[config.mk]
export PLATFORM = sky130hd
export DESIGN_NAME = motor_feedback_tracker
export DESIGN_NICKNAME = d
export VERILOG_FILES = /design/src/rtl/core/mft_pkg.sv /design/src/rtl/core/mft_ram.sv /design/src/rtl/core/motor_feedback_tracker.sv
export SDC_FILE = /design/constraint.sdc
export NUM_CORES = 1
export LEC_CHECK = 0
export BUFFER_PORTS_ARGS = -buffer_cell sky130_fd_sc_hd__buf_2
export CAP_MARGIN = 10
export CORE_MARGIN = 2
export CORE_UTILIZATION = 40
export DETAILED_ROUTE_END_ITERATION = 8
export GPL_ROUTABILITY_DRIVEN = 1
export PLACE_DENSITY = 0.59
export SYNTH_ARGS = -nofsm -noshare
export SYNTH_HDL_FRONTEND = slang
export SYNTH_SLANG_ARGS = --single-unit
[constraint.sdc]
create_clock -name i_clk -period 10.03 [get_ports i_clk]
set_input_delay 1.003 -clock i_clk [delete_from_list [all_inputs] [get_ports i_clk]]
set_output_delay 1.003 -clock i_clk [all_outputs]
set_load 0.005 [all_outputs]
[src/rtl/core/mft_pkg.sv]
// ----------------------------------------------------------------------------
// mft_pkg
// shared types and constants of the motor feedback tracker
// ----------------------------------------------------------------------------
package mft_pkg;

    // field widths
    localparam int ID_W    = 11;
    localparam int ANG_W   = 16;
    localparam int SPD_W   = 16;
    localparam int CUR_W   = 16;
    localparam int TMP_W   = 8;
    localparam int CNT_W   = 6;
    localparam int TURN_W  = 19;
    localparam int TOTAL_W = 32;
    localparam int MIDX_W  = 2;
    localparam int LIM_W   = 6;

    // configuration port
    localparam int CFG_IDX_W  = 1;
    localparam int CFG_DATA_W = ID_W;

    typedef enum logic [CFG_IDX_W-1:0] {
        CFG_BASE_ID     = 1'b0,
        CFG_CALIB_LIMIT = 1'b1
    } t_cfg_index;

    localparam logic [ID_W-1:0]  BASE_ID_RST     = 11'd513;
    localparam logic [LIM_W-1:0] CALIB_LIMIT_RST = 6'd50;

    localparam int NUM_MOTORS_DEF = 4;

    localparam logic [CNT_W-1:0]         COUNT_MAX = '1;
    localparam logic signed [TURN_W-1:0] TURN_MAX  = 19'sh3FFFF;
    localparam logic signed [TURN_W-1:0] TURN_MIN  = 19'sh40000;
    localparam logic signed [ANG_W:0]    JUMP_POS  = 17'sd4096;
    localparam logic signed [ANG_W:0]    JUMP_NEG  = -17'sd4096;

    // one memory word per motor
    typedef struct packed {
        logic [CNT_W-1:0]         count;
        logic [ANG_W-1:0]         angle;
        logic [ANG_W-1:0]         offset;
        logic signed [SPD_W-1:0]  speed;
        logic signed [TURN_W-1:0] turns;
    } t_motor_state;

    localparam int STATE_W = $bits(t_motor_state);

endpackage

[src/rtl/core/mft_ram.sv]
// ----------------------------------------------------------------------------
// mft_ram
// generic simple dual-port ram, one write and one registered read port
// ----------------------------------------------------------------------------
module mft_ram #(
    parameter int WIDTH = 8,
    parameter int DEPTH = 4
) (
    input  logic                                        i_clk,
    input  logic                                        i_we,
    input  logic [((DEPTH > 1) ? $clog2(DEPTH) : 1)-1:0] i_waddr,
    input  logic [WIDTH-1:0]                            i_wdata,
    input  logic [((DEPTH > 1) ? $clog2(DEPTH) : 1)-1:0] i_raddr,
    output logic [WIDTH-1:0]                            o_rdata
);

    logic [WIDTH-1:0] r_mem [DEPTH];
    logic [WIDTH-1:0] r_rdata;

    always_ff @(posedge i_clk) begin
        if (i_we) begin
            r_mem[i_waddr] <= i_wdata;
        end
        r_rdata <= r_mem[i_raddr];
    end

    assign o_rdata = r_rdata;

endmodule

[src/rtl/core/motor_feedback_tracker.sv]
// ----------------------------------------------------------------------------
// motor_feedback_tracker
// per-motor feedback tracking with multi-turn angle unwrap
// ----------------------------------------------------------------------------
//  channel   direction  handshake            payload
//  input     in         i_valid / o_ready    frame_id angle_raw speed_raw
//                                            current_raw temp_raw
//  result    out        o_valid / i_ready    motor_index calibrating angle
//                                            speed_avg current temperature
//                                            turns position
//  config    in         i_cfg_we             i_cfg_index i_cfg_data
//
//  one frame per cycle sustained while i_ready holds; o_valid rises after the
//  input transfer, through three registers (ram read, state update, total)
//  per-motor state is one ram word, written back as its frame enters stage 2;
//  a one-deep bypass covers back-to-back frames; out-of-window frames give none
//  synchronous active-low reset; entry valid bits read unwritten words as zero
//  a stage holds only while the one after it is full and stalled
// ----------------------------------------------------------------------------
module motor_feedback_tracker #(
    parameter int NUM_MOTORS = mft_pkg::NUM_MOTORS_DEF
) (
    input  logic                                  i_clk,
    input  logic                                  i_rst_n,
    // configuration
    input  logic                                  i_cfg_we,
    input  logic [mft_pkg::CFG_IDX_W-1:0]         i_cfg_index,
    input  logic [mft_pkg::CFG_DATA_W-1:0]        i_cfg_data,
    // input frames
    input  logic                                  i_valid,
    output logic                                  o_ready,
    input  logic [mft_pkg::ID_W-1:0]              i_frame_id,
    input  logic [mft_pkg::ANG_W-1:0]             i_angle_raw,
    input  logic signed [mft_pkg::SPD_W-1:0]      i_speed_raw,
    input  logic signed [mft_pkg::CUR_W-1:0]      i_current_raw,
    input  logic [mft_pkg::TMP_W-1:0]             i_temp_raw,
    // results
    output logic                                  o_valid,
    input  logic                                  i_ready,
    output logic [mft_pkg::MIDX_W-1:0]            o_motor_index,
    output logic                                  o_calibrating,
    output logic [mft_pkg::ANG_W-1:0]             o_angle,
    output logic signed [mft_pkg::SPD_W-1:0]      o_speed_avg,
    output logic signed [mft_pkg::CUR_W-1:0]      o_current,
    output logic [mft_pkg::TMP_W-1:0]             o_temperature,
    output logic signed [mft_pkg::TURN_W-1:0]     o_turns,
    output logic signed [mft_pkg::TOTAL_W-1:0]    o_position
);

    import mft_pkg::*;

    localparam int ADDR_W = (NUM_MOTORS > 1) ? $clog2(NUM_MOTORS) : 1;
    localparam logic [ID_W-1:0] NUM_ID = ID_W'(NUM_MOTORS);

    // configuration registers
    logic [ID_W-1:0]  r_base_id;
    logic [LIM_W-1:0] r_calib_limit;

    always_ff @(posedge i_clk) begin
        if (!i_rst_n) begin
            r_base_id     <= BASE_ID_RST;
            r_calib_limit <= CALIB_LIMIT_RST;
        end else if (i_cfg_we) begin
            case (t_cfg_index'(i_cfg_index))
                CFG_BASE_ID:     r_base_id     <= i_cfg_data;
                CFG_CALIB_LIMIT: r_calib_limit <= i_cfg_data[LIM_W-1:0];
                default:         ;
            endcase
        end
    end

    // stage enables: a stage moves when it is empty or its successor moves
    logic r_s1_valid, r_s2_valid, r_out_valid;
    logic out_en, s2_en, s1_en;

    assign out_en  = !r_out_valid || i_ready;
    assign s2_en   = !r_s2_valid || out_en;
    assign s1_en   = !r_s1_valid || s2_en;
    assign o_ready = s1_en;

    // id window match, no wrap past the top identifier
    logic [ID_W-1:0] id_off;
    logic            id_hit;
    logic            in_xfer;

    assign id_off  = i_frame_id - r_base_id;
    assign id_hit  = (i_frame_id >= r_base_id) && (id_off < NUM_ID);
    assign in_xfer = i_valid && o_ready;

    // stage 1 registers: frame waiting for its ram word
    logic [ADDR_W-1:0]       r_s1_addr;
    logic [MIDX_W-1:0]       r_s1_midx;
    logic [ANG_W-1:0]        r_s1_ang;
    logic signed [SPD_W-1:0] r_s1_spd;
    logic signed [CUR_W-1:0] r_s1_cur;
    logic [TMP_W-1:0]        r_s1_tmp;

    always_ff @(posedge i_clk) begin
        if (!i_rst_n) begin
            r_s1_valid <= 1'b0;
        end else if (s1_en) begin
            r_s1_valid <= in_xfer && id_hit;
        end
    end

    always_ff @(posedge i_clk) begin
        if (s1_en) begin
            r_s1_addr <= id_off[ADDR_W-1:0];
            r_s1_midx <= id_off[MIDX_W-1:0];
            r_s1_ang  <= i_angle_raw;
            r_s1_spd  <= i_speed_raw;
            r_s1_cur  <= i_current_raw;
            r_s1_tmp  <= i_temp_raw;
        end
    end

    // state memory; a held stage re-reads its own entry
    logic [ADDR_W-1:0]   ram_raddr;
    logic [STATE_W-1:0]  ram_rdata;
    logic                wr_en;
    t_motor_state        n_state;
    logic [NUM_MOTORS-1:0] r_ent_vld;
    logic                r_rd_vld;

    assign ram_raddr = s1_en ? id_off[ADDR_W-1:0] : r_s1_addr;
    assign wr_en     = r_s1_valid && s2_en;

    mft_ram #(
        .WIDTH (STATE_W),
        .DEPTH (NUM_MOTORS)
    ) u_state_ram (
        .i_clk   (i_clk),
        .i_we    (wr_en),
        .i_waddr (r_s1_addr),
        .i_wdata (n_state),
        .i_raddr (ram_raddr),
        .o_rdata (ram_rdata)
    );

    // entry valid bits stand in for the all-zero reset contents
    always_ff @(posedge i_clk) begin
        if (!i_rst_n) begin
            r_ent_vld <= '0;
            r_rd_vld  <= 1'b0;
        end else begin
            if (wr_en) begin
                r_ent_vld[r_s1_addr] <= 1'b1;
            end
            r_rd_vld <= r_ent_vld[ram_raddr];
        end
    end

    // bypass of the write that landed on the same edge as the read
    logic              r_fwd_valid;
    logic [ADDR_W-1:0] r_fwd_addr;
    t_motor_state      r_fwd_data;

    always_ff @(posedge i_clk) begin
        if (!i_rst_n) begin
            r_fwd_valid <= 1'b0;
        end else begin
            r_fwd_valid <= wr_en;
        end
    end

    always_ff @(posedge i_clk) begin
        if (wr_en) begin
            r_fwd_addr <= r_s1_addr;
            r_fwd_data <= n_state;
        end
    end

    t_motor_state cur_state;

    always_comb begin
        if (r_fwd_valid && (r_fwd_addr == r_s1_addr)) begin
            cur_state = r_fwd_data;
        end else if (r_rd_vld) begin
            cur_state = t_motor_state'(ram_rdata);
        end else begin
            cur_state = '0;
        end
    end

    // shared averaging toggle, flips on each measuring frame of any motor
    logic r_avg_toggle;
    logic n_avg_toggle;

    // state update
    logic                     calib;
    logic signed [SPD_W:0]    spd_sum;
    logic signed [SPD_W:0]    spd_adj;
    logic signed [ANG_W:0]    ang_diff;
    logic signed [CUR_W-1:0]  n_cur;
    logic [TMP_W-1:0]         n_tmp;

    always_comb begin
        calib        = cur_state.count <= r_calib_limit;
        n_state      = cur_state;
        n_avg_toggle = r_avg_toggle;
        n_cur        = r_s1_cur;
        n_tmp        = r_s1_tmp;
        spd_sum      = '0;
        spd_adj      = '0;
        ang_diff     = $signed({1'b0, r_s1_ang}) - $signed({1'b0, cur_state.angle});

        if (cur_state.count != COUNT_MAX) begin
            n_state.count = cur_state.count + CNT_W'(1);
        end
        n_state.angle = r_s1_ang;

        if (calib) begin
            // offset latch; current and temperature read as zero
            n_state.offset = r_s1_ang;
            n_cur          = '0;
            n_tmp          = '0;
        end else begin
            // on alternate measuring frames, average with the previous speed, truncating toward zero
            if (r_avg_toggle) begin
                spd_sum       = $signed({r_s1_spd[SPD_W-1], r_s1_spd})
                              + $signed({cur_state.speed[SPD_W-1], cur_state.speed});
                spd_adj       = spd_sum + $signed({{SPD_W{1'b0}}, spd_sum[SPD_W]});
                n_state.speed = spd_adj[SPD_W:1];
            end else begin
                n_state.speed = r_s1_spd;
            end
            n_avg_toggle = !r_avg_toggle;

            // wrap detection, saturating turn count
            if (ang_diff > JUMP_POS) begin
                if (cur_state.turns != TURN_MIN) begin
                    n_state.turns = cur_state.turns - TURN_W'(1);
                end
            end else if (ang_diff < JUMP_NEG) begin
                if (cur_state.turns != TURN_MAX) begin
                    n_state.turns = cur_state.turns + TURN_W'(1);
                end
            end
        end
    end

    always_ff @(posedge i_clk) begin
        if (!i_rst_n) begin
            r_avg_toggle <= 1'b0;
        end else if (wr_en) begin
            r_avg_toggle <= n_avg_toggle;
        end
    end

    // stage 2 registers: updated state, total not yet formed
    logic [MIDX_W-1:0]        r_s2_midx;
    logic                     r_s2_calib;
    logic [ANG_W-1:0]         r_s2_ang;
    logic [ANG_W-1:0]         r_s2_off;
    logic signed [SPD_W-1:0]  r_s2_spd;
    logic signed [CUR_W-1:0]  r_s2_cur;
    logic [TMP_W-1:0]         r_s2_tmp;
    logic signed [TURN_W-1:0] r_s2_turns;

    always_ff @(posedge i_clk) begin
        if (!i_rst_n) begin
            r_s2_valid <= 1'b0;
        end else if (s2_en) begin
            r_s2_valid <= r_s1_valid;
        end
    end

    always_ff @(posedge i_clk) begin
        if (s2_en) begin
            r_s2_midx  <= r_s1_midx;
            r_s2_calib <= calib;
            r_s2_ang   <= n_state.angle;
            r_s2_off   <= n_state.offset;
            r_s2_spd   <= n_state.speed;
            r_s2_cur   <= n_cur;
            r_s2_tmp   <= n_tmp;
            r_s2_turns <= n_state.turns;
        end
    end

    // total = turns*8192 + angle - offset, saturated to 32 bits
    logic signed [TOTAL_W+1:0] total_sum;
    logic signed [TOTAL_W-1:0] total_sat;

    always_comb begin
        total_sum = $signed({{2{r_s2_turns[TURN_W-1]}}, r_s2_turns, 13'b0})
                  + $signed({{(TOTAL_W+2-ANG_W){1'b0}}, r_s2_ang})
                  - $signed({{(TOTAL_W+2-ANG_W){1'b0}}, r_s2_off});
        if (total_sum[TOTAL_W+1:TOTAL_W-1] inside {3'b000, 3'b111}) begin
            total_sat = total_sum[TOTAL_W-1:0];
        end else if (total_sum[TOTAL_W+1]) begin
            total_sat = {1'b1, {(TOTAL_W-1){1'b0}}};
        end else begin
            total_sat = {1'b0, {(TOTAL_W-1){1'b1}}};
        end
    end

    // output register
    logic [MIDX_W-1:0]         r_out_midx;
    logic                      r_out_calib;
    logic [ANG_W-1:0]          r_out_ang;
    logic signed [SPD_W-1:0]   r_out_spd;
    logic signed [CUR_W-1:0]   r_out_cur;
    logic [TMP_W-1:0]          r_out_tmp;
    logic signed [TURN_W-1:0]  r_out_turns;
    logic signed [TOTAL_W-1:0] r_out_total;

    always_ff @(posedge i_clk) begin
        if (!i_rst_n) begin
            r_out_valid <= 1'b0;
        end else if (out_en) begin
            r_out_valid <= r_s2_valid;
        end
    end

    always_ff @(posedge i_clk) begin
        if (out_en) begin
            r_out_midx  <= r_s2_midx;
            r_out_calib <= r_s2_calib;
            r_out_ang   <= r_s2_ang;
            r_out_spd   <= r_s2_spd;
            r_out_cur   <= r_s2_cur;
            r_out_tmp   <= r_s2_tmp;
            r_out_turns <= r_s2_turns;
            r_out_total <= total_sat;
        end
    end

    assign o_valid       = r_out_valid;
    assign o_motor_index = r_out_midx;
    assign o_calibrating = r_out_calib;
    assign o_angle       = r_out_ang;
    assign o_speed_avg   = r_out_spd;
    assign o_current     = r_out_cur;
    assign o_temperature = r_out_tmp;
    assign o_turns       = r_out_turns;
    assign o_position    = r_out_total;

endmodule

== Yosys cells after proc, flatten, opt, wreduce, memory -nomap -nowiden ==
Memories as Yosys holds them, arrays and structs flattened. A register that Yosys moved wholly into a read port is not among the register bits.
Cells that the tools add are included.
Storage, ports and cells
  register bits: 366
  RAM bits: 292
  output and inout port bits: 112
  logic and storage cells: 100
  memories: 1
Memories
  u_state_ram.r_mem: words 4, bits a word 73, rd ports 1, clocked after Yosys merged registers in 1, wr ports 1, line mft_ram.sv:17  | logic [WIDTH-1:0] r_mem [DEPTH];
Operators by class
  $add $sub $neg: 9
  $lt $le $gt $ge: 8
  equal/unequal tests: 5
  multiplexer cells: 19
  bitwise logic cells: 3
  reduce and logical (&&, ||, !) cells: 18
Operator list (count)
  2-to-1 mux 73 bit: 2
  2-to-1 mux 19 bit: 4
  2-to-1 mux 32 bit: 2
  != test 19 bit, second input constant: 2
  2-to-1 mux 35 bit: 1
  subtractor 33 x 17 -> 34 bit: 1
  adder 32 x 17 -> 33 bit: 1
  2-to-1 mux 16 bit: 2
  adder 19 x 2 -> 19 bit, second input constant: 1
  subtractor 19 x 2 -> 19 bit, second input constant: 1
  adder 16 x 16 -> 17 bit: 1
  adder 17 x 2 -> 17 bit: 1
  greater-than comparator 17 x 14 -> 1 bit, second input constant: 1
  < comparator 17 x 13 -> 1 bit, second input constant: 1
  subtractor 16 x 16 -> 17 bit: 1
  >= comparator 11 bit: 1
  < comparator 11 x 3 -> 1 bit, second input constant: 1
  subtractor 11 bit: 1
  adder 6 x 1 -> 6 bit, second input constant: 1
  less-or-equal comparator 6 bit: 1
  logical AND 1 bit: 6
  < comparator 2 x 3 -> 1 bit, second input constant: 2
  2-to-1 mux 6 bit: 1
  != test 6 bit, second input constant: 1
  other kinds (14): 25

== Logic depth before layout (Yosys ltp) ==
Gate-level depths: netlist of run 1.
  word-level depth: 8
  mapped depth: 24
  mapped depth without buffers: 19

== By module ==
From an unflattened synthesis of run 1, not the netlist that was laid out.
Unflattened totals
  cells, all modules: 2144
  area total of the unflattened synthesis: 31014.7 µm²
By module, submodules not included
  motor_feedback_tracker: times used 1, cells each 1686, area each 18914.4 µm², seq. area each 10700.3 µm²
  mft_ram: times used 1, cells each 458, area each 12100.4 µm², seq. area each 10229.8 µm²

== Worst setup path after synthesis of run 1 ==
Ideal clock, no wire load.
  kind: in2reg
  start: input port i_ready
  end: memory u_state_ram.r_mem[2][0] in the netlist's numbering (enable)
  setup time: 612 ps
  arrival time: 8925 ps
  required time: 9418 ps
  setup slack: 493 ps
  cell stages on the path: 4
  cell sequence: nor2b_1 nand2_1 nand2_1 nor3b_1
On the way
  longest elaborated chain between the ends: 5
Ends and longest elaborated chain
  start, declared: line motor_feedback_tracker.sv:39  | input logic i_ready,
  logical OR 1 bit: line motor_feedback_tracker.sv:76  | assign out_en = !r_out_valid || i_ready;
  logical OR 1 bit: line motor_feedback_tracker.sv:77  | assign s2_en = !r_s2_valid || out_en;
  net s2_en: line motor_feedback_tracker.sv:74  | logic out_en, s2_en, s1_en;
  logical AND 1 bit: line motor_feedback_tracker.sv:126  | assign wr_en = r_s1_valid && s2_en;
  2-to-1 mux 1 bit: line mft_ram.sv:21  | if (i_we) begin
  2-to-1 mux 1 bit (implied by the code): line mft_ram.sv:22  | r_mem[i_waddr] <= i_wdata;
  end, declared: line mft_ram.sv:17
The timed path passes the listed nets, and every way through them passes these cells.

==> metrics list, run 1 <==
- The cell area that synthesis handed to floorplanning was 31,280 sq um.
- Total Neg Setup Slack: 0 ns
- The via count of the first global-routing pass is approximately 20,000.
* Crit path launch: r_s1_addr[1]
- EDFF count, synth: 629
- The final critical path takes up 58.71% of the cycle.
- Iter 0 DRT Violations: 1,135
- Gates resized during post-CTS repair numbered 0.
* Inserted Clock Buffers: 79
- The clock reaches the later pin of the worst-skew pair after ~0.62 ns.
* DR WL/cell: between 15 and 20 microns
* Placeable Area: between 70,000 and 80,000 sq um
- Int Pwr: roughly 5500 uW
- Highest fanout seen on the critical path: 43
* Share of the core filled with cells: a little under half
* Pwr dens: 195.9 nW/um^2
- In this run the worst hold path is classified as flip-flop to flip-flop.
- Subtracting the final worst setup slack from the clock period gives 5.889 ns.
- The pre-antenna-repair detailed-routing pass consisted of 7 iterations.
- The tree built by TritonCTS fans out to between 700 and 800 sinks.
- The net count of the finished layout is about 2,800.
- Setup violations remaining at the end of the flow were counted as 0.
- TritonCTS built the clock tree.
- Via density per instance: 5.296
* HPWL after DPL: 44.52 mm
- Counting distinct cell types in the post-synthesis netlist gives 76.
* Row cnt: ~100
- Setup repair after global routing left no endpoint under its margin.
* Worst Skew: 0.02090 ns
- Largest net degree at the start of global routing: 81
* GR Overflow Total: 0
- The initial antenna violation count came to 0.
* Final Non-Filler Cells: roughly 3,800
- Number of max-slew violations in the final report: 0
* Post-DRT Antenna Nets: 0
- The worst setup path is of the flip-flop to flip-flop kind.
* Clock group share of total power: between 40% and 50%
- The first global-routing pass estimated ~110 mm of wire.
- Most frequent cells in the layout: 629 x edfxtp_1, 305 x nand2_1, 195 x buf_2
- Placed Cells: ~3,600
- Overall die height: about 280 microns
- IO Count: around 200
* Fmax achieved: ~170 MHz
- Across all register-to-register paths, the minimum setup slack is around 4.1 ns.
- Total via count after detailed routing: approximately 20,000
- Summed over all layers, the routed wires come to about 70 mm.
- The flow ran to the end, and the final reports show no timing, DRC or antenna violations.
- Synthesis-to-finish area growth: 15.66%
- Top cell type by total area after synthesis: edfxtp_1
* Share of cells above drive strength 1: 14.23%
- Number of buffers inserted to repair setup after CTS: 0
* Required time of the worst setup path: approximately 10 ns
* Power share of the combinational group: 7.9%
- CTS Root Cell: clkbuf_16
* Top cells by area, synth: edfxtp_1 60%, dfxtp_1 6.5%, ha_1 3.9%, nand2_1 3.7%, and2_1 2.1%
- At the pin with the least slew margin, the transition time is 1.097 ns.
- The startpoint identified for the worst register-to-register timing path is r_s1_addr[1].
* CP Data Arrival Time: between 6 and 7 ns
- The top cell type by area accounts for around 60% of the synthesized area.
* Leakage power: between 0.01 and 0.015 uW
- Most common flop cell mapped by yosys: edfxtp_1
* Proportion of power drawn by flip-flops and latches: between 40% and 50%
- Peak supply drop: ~0.11 mV
- Worst hold-check slack: between 0.4 and 0.5 ns
* Endpoints failing hold: 0
- The floorplan step defined a die boundary enclosing roughly 80,000 sq um.
- The longest clock path from root to sink contains 3 buffers.
- The number of cells on the worst reg-to-reg path is 18.
- STA classifies the critical path endpoint as a flip-flop.
- Flops & latches, synth: ~730
* Number of levels the H-tree was split into: 3
* Endpoint of the most critical register-to-register path: u_state_ram.r_mem[0][34]
- In this run the tightest slew margin relative to its limit is between 20% and 30%.
* Most common library cell in the layout ignoring fill and taps: edfxtp_1
- The tool flagged a number of max-cap violations equal to 0.
* Routability congestion estimate: a little under 0.9
* Hold buffers post-CTS: 0
- Count of input and output buffers: just under 200
- 0 antenna diodes ended up in the layout.
- The most critical setup path has its endpoint at u_state_ram.r_mem[0][34].
- Yosys printed 0 warnings.
* GR Util All Layers: between 10% and 20%
* Switching Fraction: approximately 22%
- In the synthesized netlist the async set-or-reset flop fraction comes to 0%.
* Power dissipated by switching net loads: roughly 1600 uW
- The die is approximately 280 microns wide.
- Synthesis produced a netlist whose cell count is 2,452.
* Fin worst setup slack: ~4.1 ns
* Number of remaining DRC errors: 0
- The number of nets in the synthesized netlist is ~2,600.
* Mapped Avg Cell Area: roughly 13 sq um
* Starting Density: between 40% and 50%
* Startpoint type of the worst setup path: flip-flop
- OpenSTA, run right after detailed placement, puts the worst setup slack at approximately 4 ns.
- Clock edge transition at the registers on the reported setup and hold paths: ~0.060 ns
- Sequential element share of the synthesized area: between 60% and 70%
-- how the worst min path moves through the flow --
| stage | startpoint | to | cells past startpoint |
|---|---|---|---|
| floorplan | r_s2_calib | o_calibrating | 0 |
| global placement | r_s2_tmp[2] | o_temperature[2] | 0 |
| detailed placement | r_s2_tmp[4] | o_temperature[4] | 0 |
| CTS | r_s2_cur[9] | o_current[9] | 0 |
| global route | r_s2_cur[5] | o_current[5] | 0 |
| finish | r_s2_cur[9] | o_current[9] | 0 |
-- metrics by stage --
stage	instance area, sq um	total power, uW
after global placement	33450	4103
after floorplan	31280	3914
after global routing	36170	7355
after CTS	36170	7175
final	36170	7088
after detailed placement	33450	4112
-- cell usage after synthesis, types with 60 or more instances --
library cell  number
inv_1             88
a211oi_1          88
and2_1           106
a21oi_1          122
clkbuf_1          94
nand2_1          306
nand3_1           87
dfxtp_1          102
edfxtp_1         629
ha_1              98
nor2_1           111
a21o_1            61
o21ai_0           60
a31oi_1          100
-- per-layer routing --
layer  routed length (microns)  global-route usage (%)  part of all wire [%]  vias up
li1                          -                       -                     -     9501
met1                     31690                   23.20                    44     9720
met2                     34320                   29.60                    48      520
met3                      3643                   3.256                   5.1      128
met4                      1799                   5.437                   2.5        0
met5                         0                       0                     0        -
-- power groups by stage --
| stage | registers [uW] | logic [uW] | clock network, uW |
|---|---|---|---|
| 6_report | 3490 | 560 | 3040 |
| 2_1_floorplan | 3540 | 378 | 0 |
| 3_3_place_gp | 3550 | 552 | 0 |
| 4_1_cts | 3490 | 566 | 3120 |
| 5_1_grt | 3500 | 630 | 3220 |
| 3_5_place_dp | 3550 | 560 | 0 |
-- state kept, by name, indices dropped and copies added (netlist names), 19 cells and up --
register / cells
r_fwd_data: 73
u_state_ram.r_mem: 292
u_state_ram.o_rdata: 73
o_turns: 19
r_s2_turns: 19
o_position: 32
-- layout make-up --
cell class,instances,area (sq um)
clock buffers,110,2196
flip-flops and latches,731,20930
inverters,89,337.8
repair buffers,225,1201
well taps,1040,1301
fillers,6937,41290
clock inverters,36,531.8
multi-input cells,1521,9676
-- cells by family after synthesis --
group	count (synthesis)	synth area share (%)
buffers and inverters	200	2.440
adders and majority gates	105	4.369
DFF	731	66.92
xor gates and xnor gates	86	2.408
and+or+nand+nor	784	12.07
AOI/OAI and AO/OA	524	11.03
muxes	22	0.7641
-- worst max-delay path, cell delays in order, from the launching register on --
cell,delay [ns]
dfxtp_1,0.53
xnor2_1,0.23
nand3_4,0.52
nand3_1,0.26
nand2_1,0.11
ha_1,0.22
fa_1,0.43
a211oi_1,0.32
o21ai_0,0.19
a211oi_1,0.52
o21ai_0,0.25
o21ai_1,0.36
and2_1,0.21
ha_1,0.20
and3b_1,0.29
and3_1,0.27
nand3b_1,0.11
mux2i_1,0.15
nor3_1,0.43
Note: power is estimated with default switching activity, not from simulation.
==> inputs of run 2 (changes only) <==
Settings changed: ABC_AREA set to 1, PLACE_DENSITY 0.59 to 0.58.
Clock period 10.03 ns to 5.2 ns, I/O delays scaled along.
==> run 2 against run 1 <==
- largest power group unchanged
- register-to-register slack got worse by 3.5 ns
- wire length rose by 6.3%
- critical endpoint is now u_state_ram.r_mem[1][32]
- clock-buffer cell count did not move
- cell area rose by 3.0%
- maximum frequency rose by 28%
- sequential power rose by 100%
==> metrics list, run 2 <==
- Outcome: finished, final reports clean (unchanged)
* Max FFs per register: 292 (unchanged)
- The area share of xor/xnor cells in the synthesized design came to 1.572% (was 2.408%).
- Most used cell along the critical path: nand2_1
- The area of the core came to 80,290 sq um (was 77,470 sq um).
- The final antenna-violating net count came to 0 (unchanged).
- The share of the core filled with cells in the final layout came to 46.42% (was 46.70%).
- The highest cell delay on the worst timing path is 0.52 ns (was 0.53 ns).
- The last weighted congestion value of the routability-driven placer was 0.8979 (was 0.8819).
* Area used by sequential logic in the layout: 20,930 sq um (about the same)
* Area fraction of the dominant cell type after synthesis: 58.46% (was 60.39%)
- The worst setup slack after placement came to 0.5240 ns (was 4.056 ns).
- The achievable clock frequency was 217.6 MHz (was 169.8 MHz).
- The placed wire-length estimate after detailed placement was 49.19 mm (was 44.52 mm).
* Max transition margin: 35.53% (was 25.31%)
- The sequential fraction of the synthesis area came to 64.78% (was 66.92%).
* Number of max-slew violations in the final report: 0 (unchanged)
- The number of nets in the synthesized netlist came to 3,198 (was 2,641).
- The fraction of final layout cells sized beyond drive strength 1 came to 13.96% (was 14.23%).
* Inserted Clock Buffers: 79 (unchanged)
* Iter 0 DRT Violations: 1,305 (was 1,135)
- CTS Root Cell: clkbuf_16 (unchanged)
* Largest family of logic cells by synthesized area: simple AND/OR/NAND/NOR gates (unchanged)
* Most common cell in the netlist: nand2_1 (was edfxtp_1)
- The die footprint came to 83,060 sq um (was 80,440 sq um).
- The number of buffer cells added on primary ports is 195 (unchanged).
* First-pass GRT wire length: 119.0 mm (was 111.5 mm)
- Register name with the most flops: u_state_ram.r_mem (unchanged)
- The max-capacitance violation count is 0 (unchanged).
- The final critical path time including I/O delays and setup came to 4.595 ns (was 5.889 ns).
- Top cells by area, synth: edfxtp_1 58%, nand2_1 7.4%, dfxtp_1 6.3%, nor2_1 3.8%, ha_1 3.8% (was edfxtp_1 60%, dfxtp_1 6.5%, ha_1 3.9%, nand2_1 3.7%, and2_1 2.1%).
* Cell with the largest stage delay on the worst path: dfxtp_1 (unchanged)
* IO Count: 196 (unchanged)
* Worst-case hold path end point: r_s1_ang[7] (was o_current[9])
- Reg-to-Reg Start: r_s1_addr[0] (was r_s1_addr[1])
* Number of antenna violations at the first check in global routing: 1 (was 0)
* EDFF count, synth: 629 (unchanged)
- Hold Path Origin: i_angle_raw[7] (was r_s2_cur[9])
- The largest net degree at the start of global routing was 82 (was 81).
- Top cell type by total area after synthesis: edfxtp_1 (unchanged)
- The worst clock skew is 0.02591 ns (was 0.02090 ns).
- The count of filler cells inserted in the layout came to 7,434 (was 6,937).
- Instance count of the mapped netlist: 3,009 (was 2,452)
* Starting Density: 40.24% (was 40.37%)
- Clock latency on the worst-skew pair: 0.63 ns (was 0.62 ns)
- The Yosys warning count was 0 (unchanged).
- The number of cells on the worst hold path is 1 (was 0).
* Mapped Avg Cell Area: 10.74 sq um (was 12.76 sq um)
- Adder-Cell Fraction of Synth Area: 4.229% (was 4.369%)
- The power consumption is 15,460 uW (was 7088 uW).
* Most frequent cells in the layout: 635 x nand2_1, 629 x edfxtp_1, 327 x nor2_1 (was 629 x edfxtp_1, 305 x nand2_1, 195 x buf_2)
- The setup TNS came to 0 ns (unchanged).
- The overall via count from detail_route was 21,794 (was 19,869).
- Via count of the first global-routing pass: 21,189 (was 19,928)
- The count of TritonRoute iterations in the first routing pass was 5 (was 7).
- The final setup slack of the worst path was 0.6052 ns (was 4.141 ns).
* Worst Tran Pin Value: 0.9670 ns (was 1.097 ns)
* Cell area after synthesis: 32,310 sq um (was 31,280 sq um)
- The predominant post-synthesis flop cell is edfxtp_1 (unchanged).
- Via density per instance: 5.003 (was 5.296)
- Most common library cell in the layout ignoring fill and taps: nand2_1 (was edfxtp_1)
- The number of distinct standard cells referenced by the synthesized netlist is 49 (was 76).
- Synthesis-to-finish area growth: 15.34% (was 15.66%)
- The required time at the endpoint of the critical path was 5.62 ns (was 10.37 ns).
- The simple logic cell fraction of the synthesized area is 16.55% (was 12.07%).
- Fraction of the mapped netlist area in compound gates: 8.071% (was 11.03%)
- Wire length reported by the detailed router: 75.99 mm (was 71.46 mm)
* RSZ-0062 raised after global routing: false (unchanged)
- GR Overflow Total: 0 (unchanged)
* Startpoint type of the worst setup path: flip-flop (unchanged)
* Share of the clock period used by the worst path after layout: 88.36% (was 58.71%)
- Proportion of synthesized area in mux cells: 0.03485% (was 0.7641%)
- DR WL/cell: 17.44 microns (was 19.05 microns)
- The leakage power summed over all cells was 0.01549 uW (was 0.01397 uW).
- The terminus of the critical flop-to-flop path is u_state_ram.r_mem[1][32] (was u_state_ram.r_mem[0][34]).
* Hold buffers post-CTS: 0 (unchanged)
* Most instantiated cells after synthesis: 636 x nand2_1, 629 x edfxtp_1, 327 x nor2_1 (was 629 x edfxtp_1, 306 x nand2_1, 122 x a21oi_1)
* Number of levels the H-tree was split into: 3 (unchanged)
- Row cnt: 104 (was 102)
* Worst Hold Class: primary input to flip-flop (was flip-flop to flip-flop)
* Clock Path Buffers: 3 (unchanged)
- Crit Path Category: flip-flop to flip-flop (unchanged)
- Number of remaining DRC errors: 0 (unchanged)
* Number of clock sinks: 731 (unchanged)
- The kind of end point of the critical path was a flip-flop (unchanged).
- Overall die height: 288.2 microns (was 283.6 microns)
- The clock-pin slew reported for the worst setup and hold paths after clock tree synthesis was 0.06 ns (about the same).
* Combined area of the multi-input logic cells: 9913 sq um (was 9676 sq um)
- Number of nets in the layout: 3,418 (was 2,836)
* GR Util All Layers: 18.48% (was 17.62%)
* Pwr dens: 414.9 nW/um^2 (was 195.9 nW/um^2)
- Die Width: 288.2 microns (was 283.6 microns)
- The share of async-settable or async-resettable flops after synthesis was 0% (unchanged).
- Worst setup slack for register-to-register paths: 0.61 ns (was 4.14 ns)
- CP Data Arrival Time: 5.02 ns (was 6.23 ns)
- Setup violators final: 0 (unchanged)
* Endpoints failing hold: 0 (unchanged)
* Highest fanout seen on the critical path: 32 (was 43)
* Peak supply drop: 0.2250 mV (was 0.1109 mV)
* Flops & latches, synth: 731 (unchanged)
- The TritonCTS clock tree was yes (unchanged).
- The worst reg-to-reg path cell count is 28 (was 18).
run 2: changes by cell type after synthesis, moves of 77 or more:
cell	before	now
nand2_1	306	636
nor2_1	111	327
inv_1	88	277
o21ai_0	60	199
and2_1	106	0
a211oi_1	88	0
a31oi_1	100	23
run 2: critical path: cells and delay by family, from the launching register on:
| kind | cells | cell delay (ns) |
|---|---|---|
| simple gates | 17 | 2.04 |
| buf+inv | 6 | 0.69 |
| compound gates | 3 | 0.64 |
| flops | 1 | 0.52 |
| fa+ha+maj | 2 | 0.45 |
run 2: final cells by class:
cell class	count	share of cell area [%]
multi-input cells	1887	26.60
diodes	1	0.006715
inverters	289	2.981
clock inverters	37	1.088
clock buffers	110	5.946
repair buffers	241	3.646
well taps	1060	3.559
flip-flops and latches	731	56.17
run 2: worst max-delay path by stage:
stage / start / endpoint / slack, ns / depth (start not counted)
CTS: r_s1_addr[1] / u_state_ram.r_mem[0][30] / 0.51 / 28
floorplan: i_ready / u_state_ram.r_mem[0][0] / 0.01 / 6
global placement: r_s1_addr[1] / u_state_ram.r_mem[1][30] / 0.59 / 28
finish: r_s1_addr[0] / u_state_ram.r_mem[1][32] / 0.61 / 28
detailed placement: r_s1_addr[1] / r_fwd_data[30] / 0.52 / 28
global route: r_s1_addr[0] / r_fwd_data[32] / 0.05 / 28
run 2: through the flow:
| step | hold slack [ns] | instance area (sq um) | instances |
|---|---|---|---|
| CTS | 0.02110 | 37260 | 4355 |
| floorplan | 0.4003 | 32370 | 3009 |
| detailed placement | 0.4045 | 34640 | 4208 |
| finish | 0.06410 | 37270 | 4356 |
| global route | 0.02870 | 37260 | 4355 |
| global placement | 0.4013 | 34640 | 4208 |
run 2: metal layers:
layer / vias to the layer above / wire length (microns) / global-route usage [%]
met5: - / 0 / 0
met4: 0 / 1622 / 4.741
met3: 113 / 3830 / 3.081
met2: 515 / 36500 / 31.35
met1: 10372 / 34040 / 24.68
li1: 10794 / - / -
run 2: logic make-up (layout without fill, tap and decap cells):
family,after synthesis,in the layout
compound gates,470,470
xor+xnor,58,58
fa+ha+maj,105,105
buf+inv,391,677
flops,731,731
mux,1,1
other cells,0,1
simple gates,1253,1253
run 2: report_power, final:
group / leakage (uW) / internal, uW / switching (uW)
clock: 0.00129 / 3300 / 2300
sequential: 0.00715 / 6910 / 168
combinational: 0.00705 / 960 / 1820
total: 0.0155 / 11200 / 4290
run 2: what timing repair did:
action | 4_1_cts | 5_1_grt
setup endpoints to repair | 0 | 12
endpoints found under the hold margin | 0 | 0
buffers inserted | 0 | 0
gates resized for setup | 0 | 2
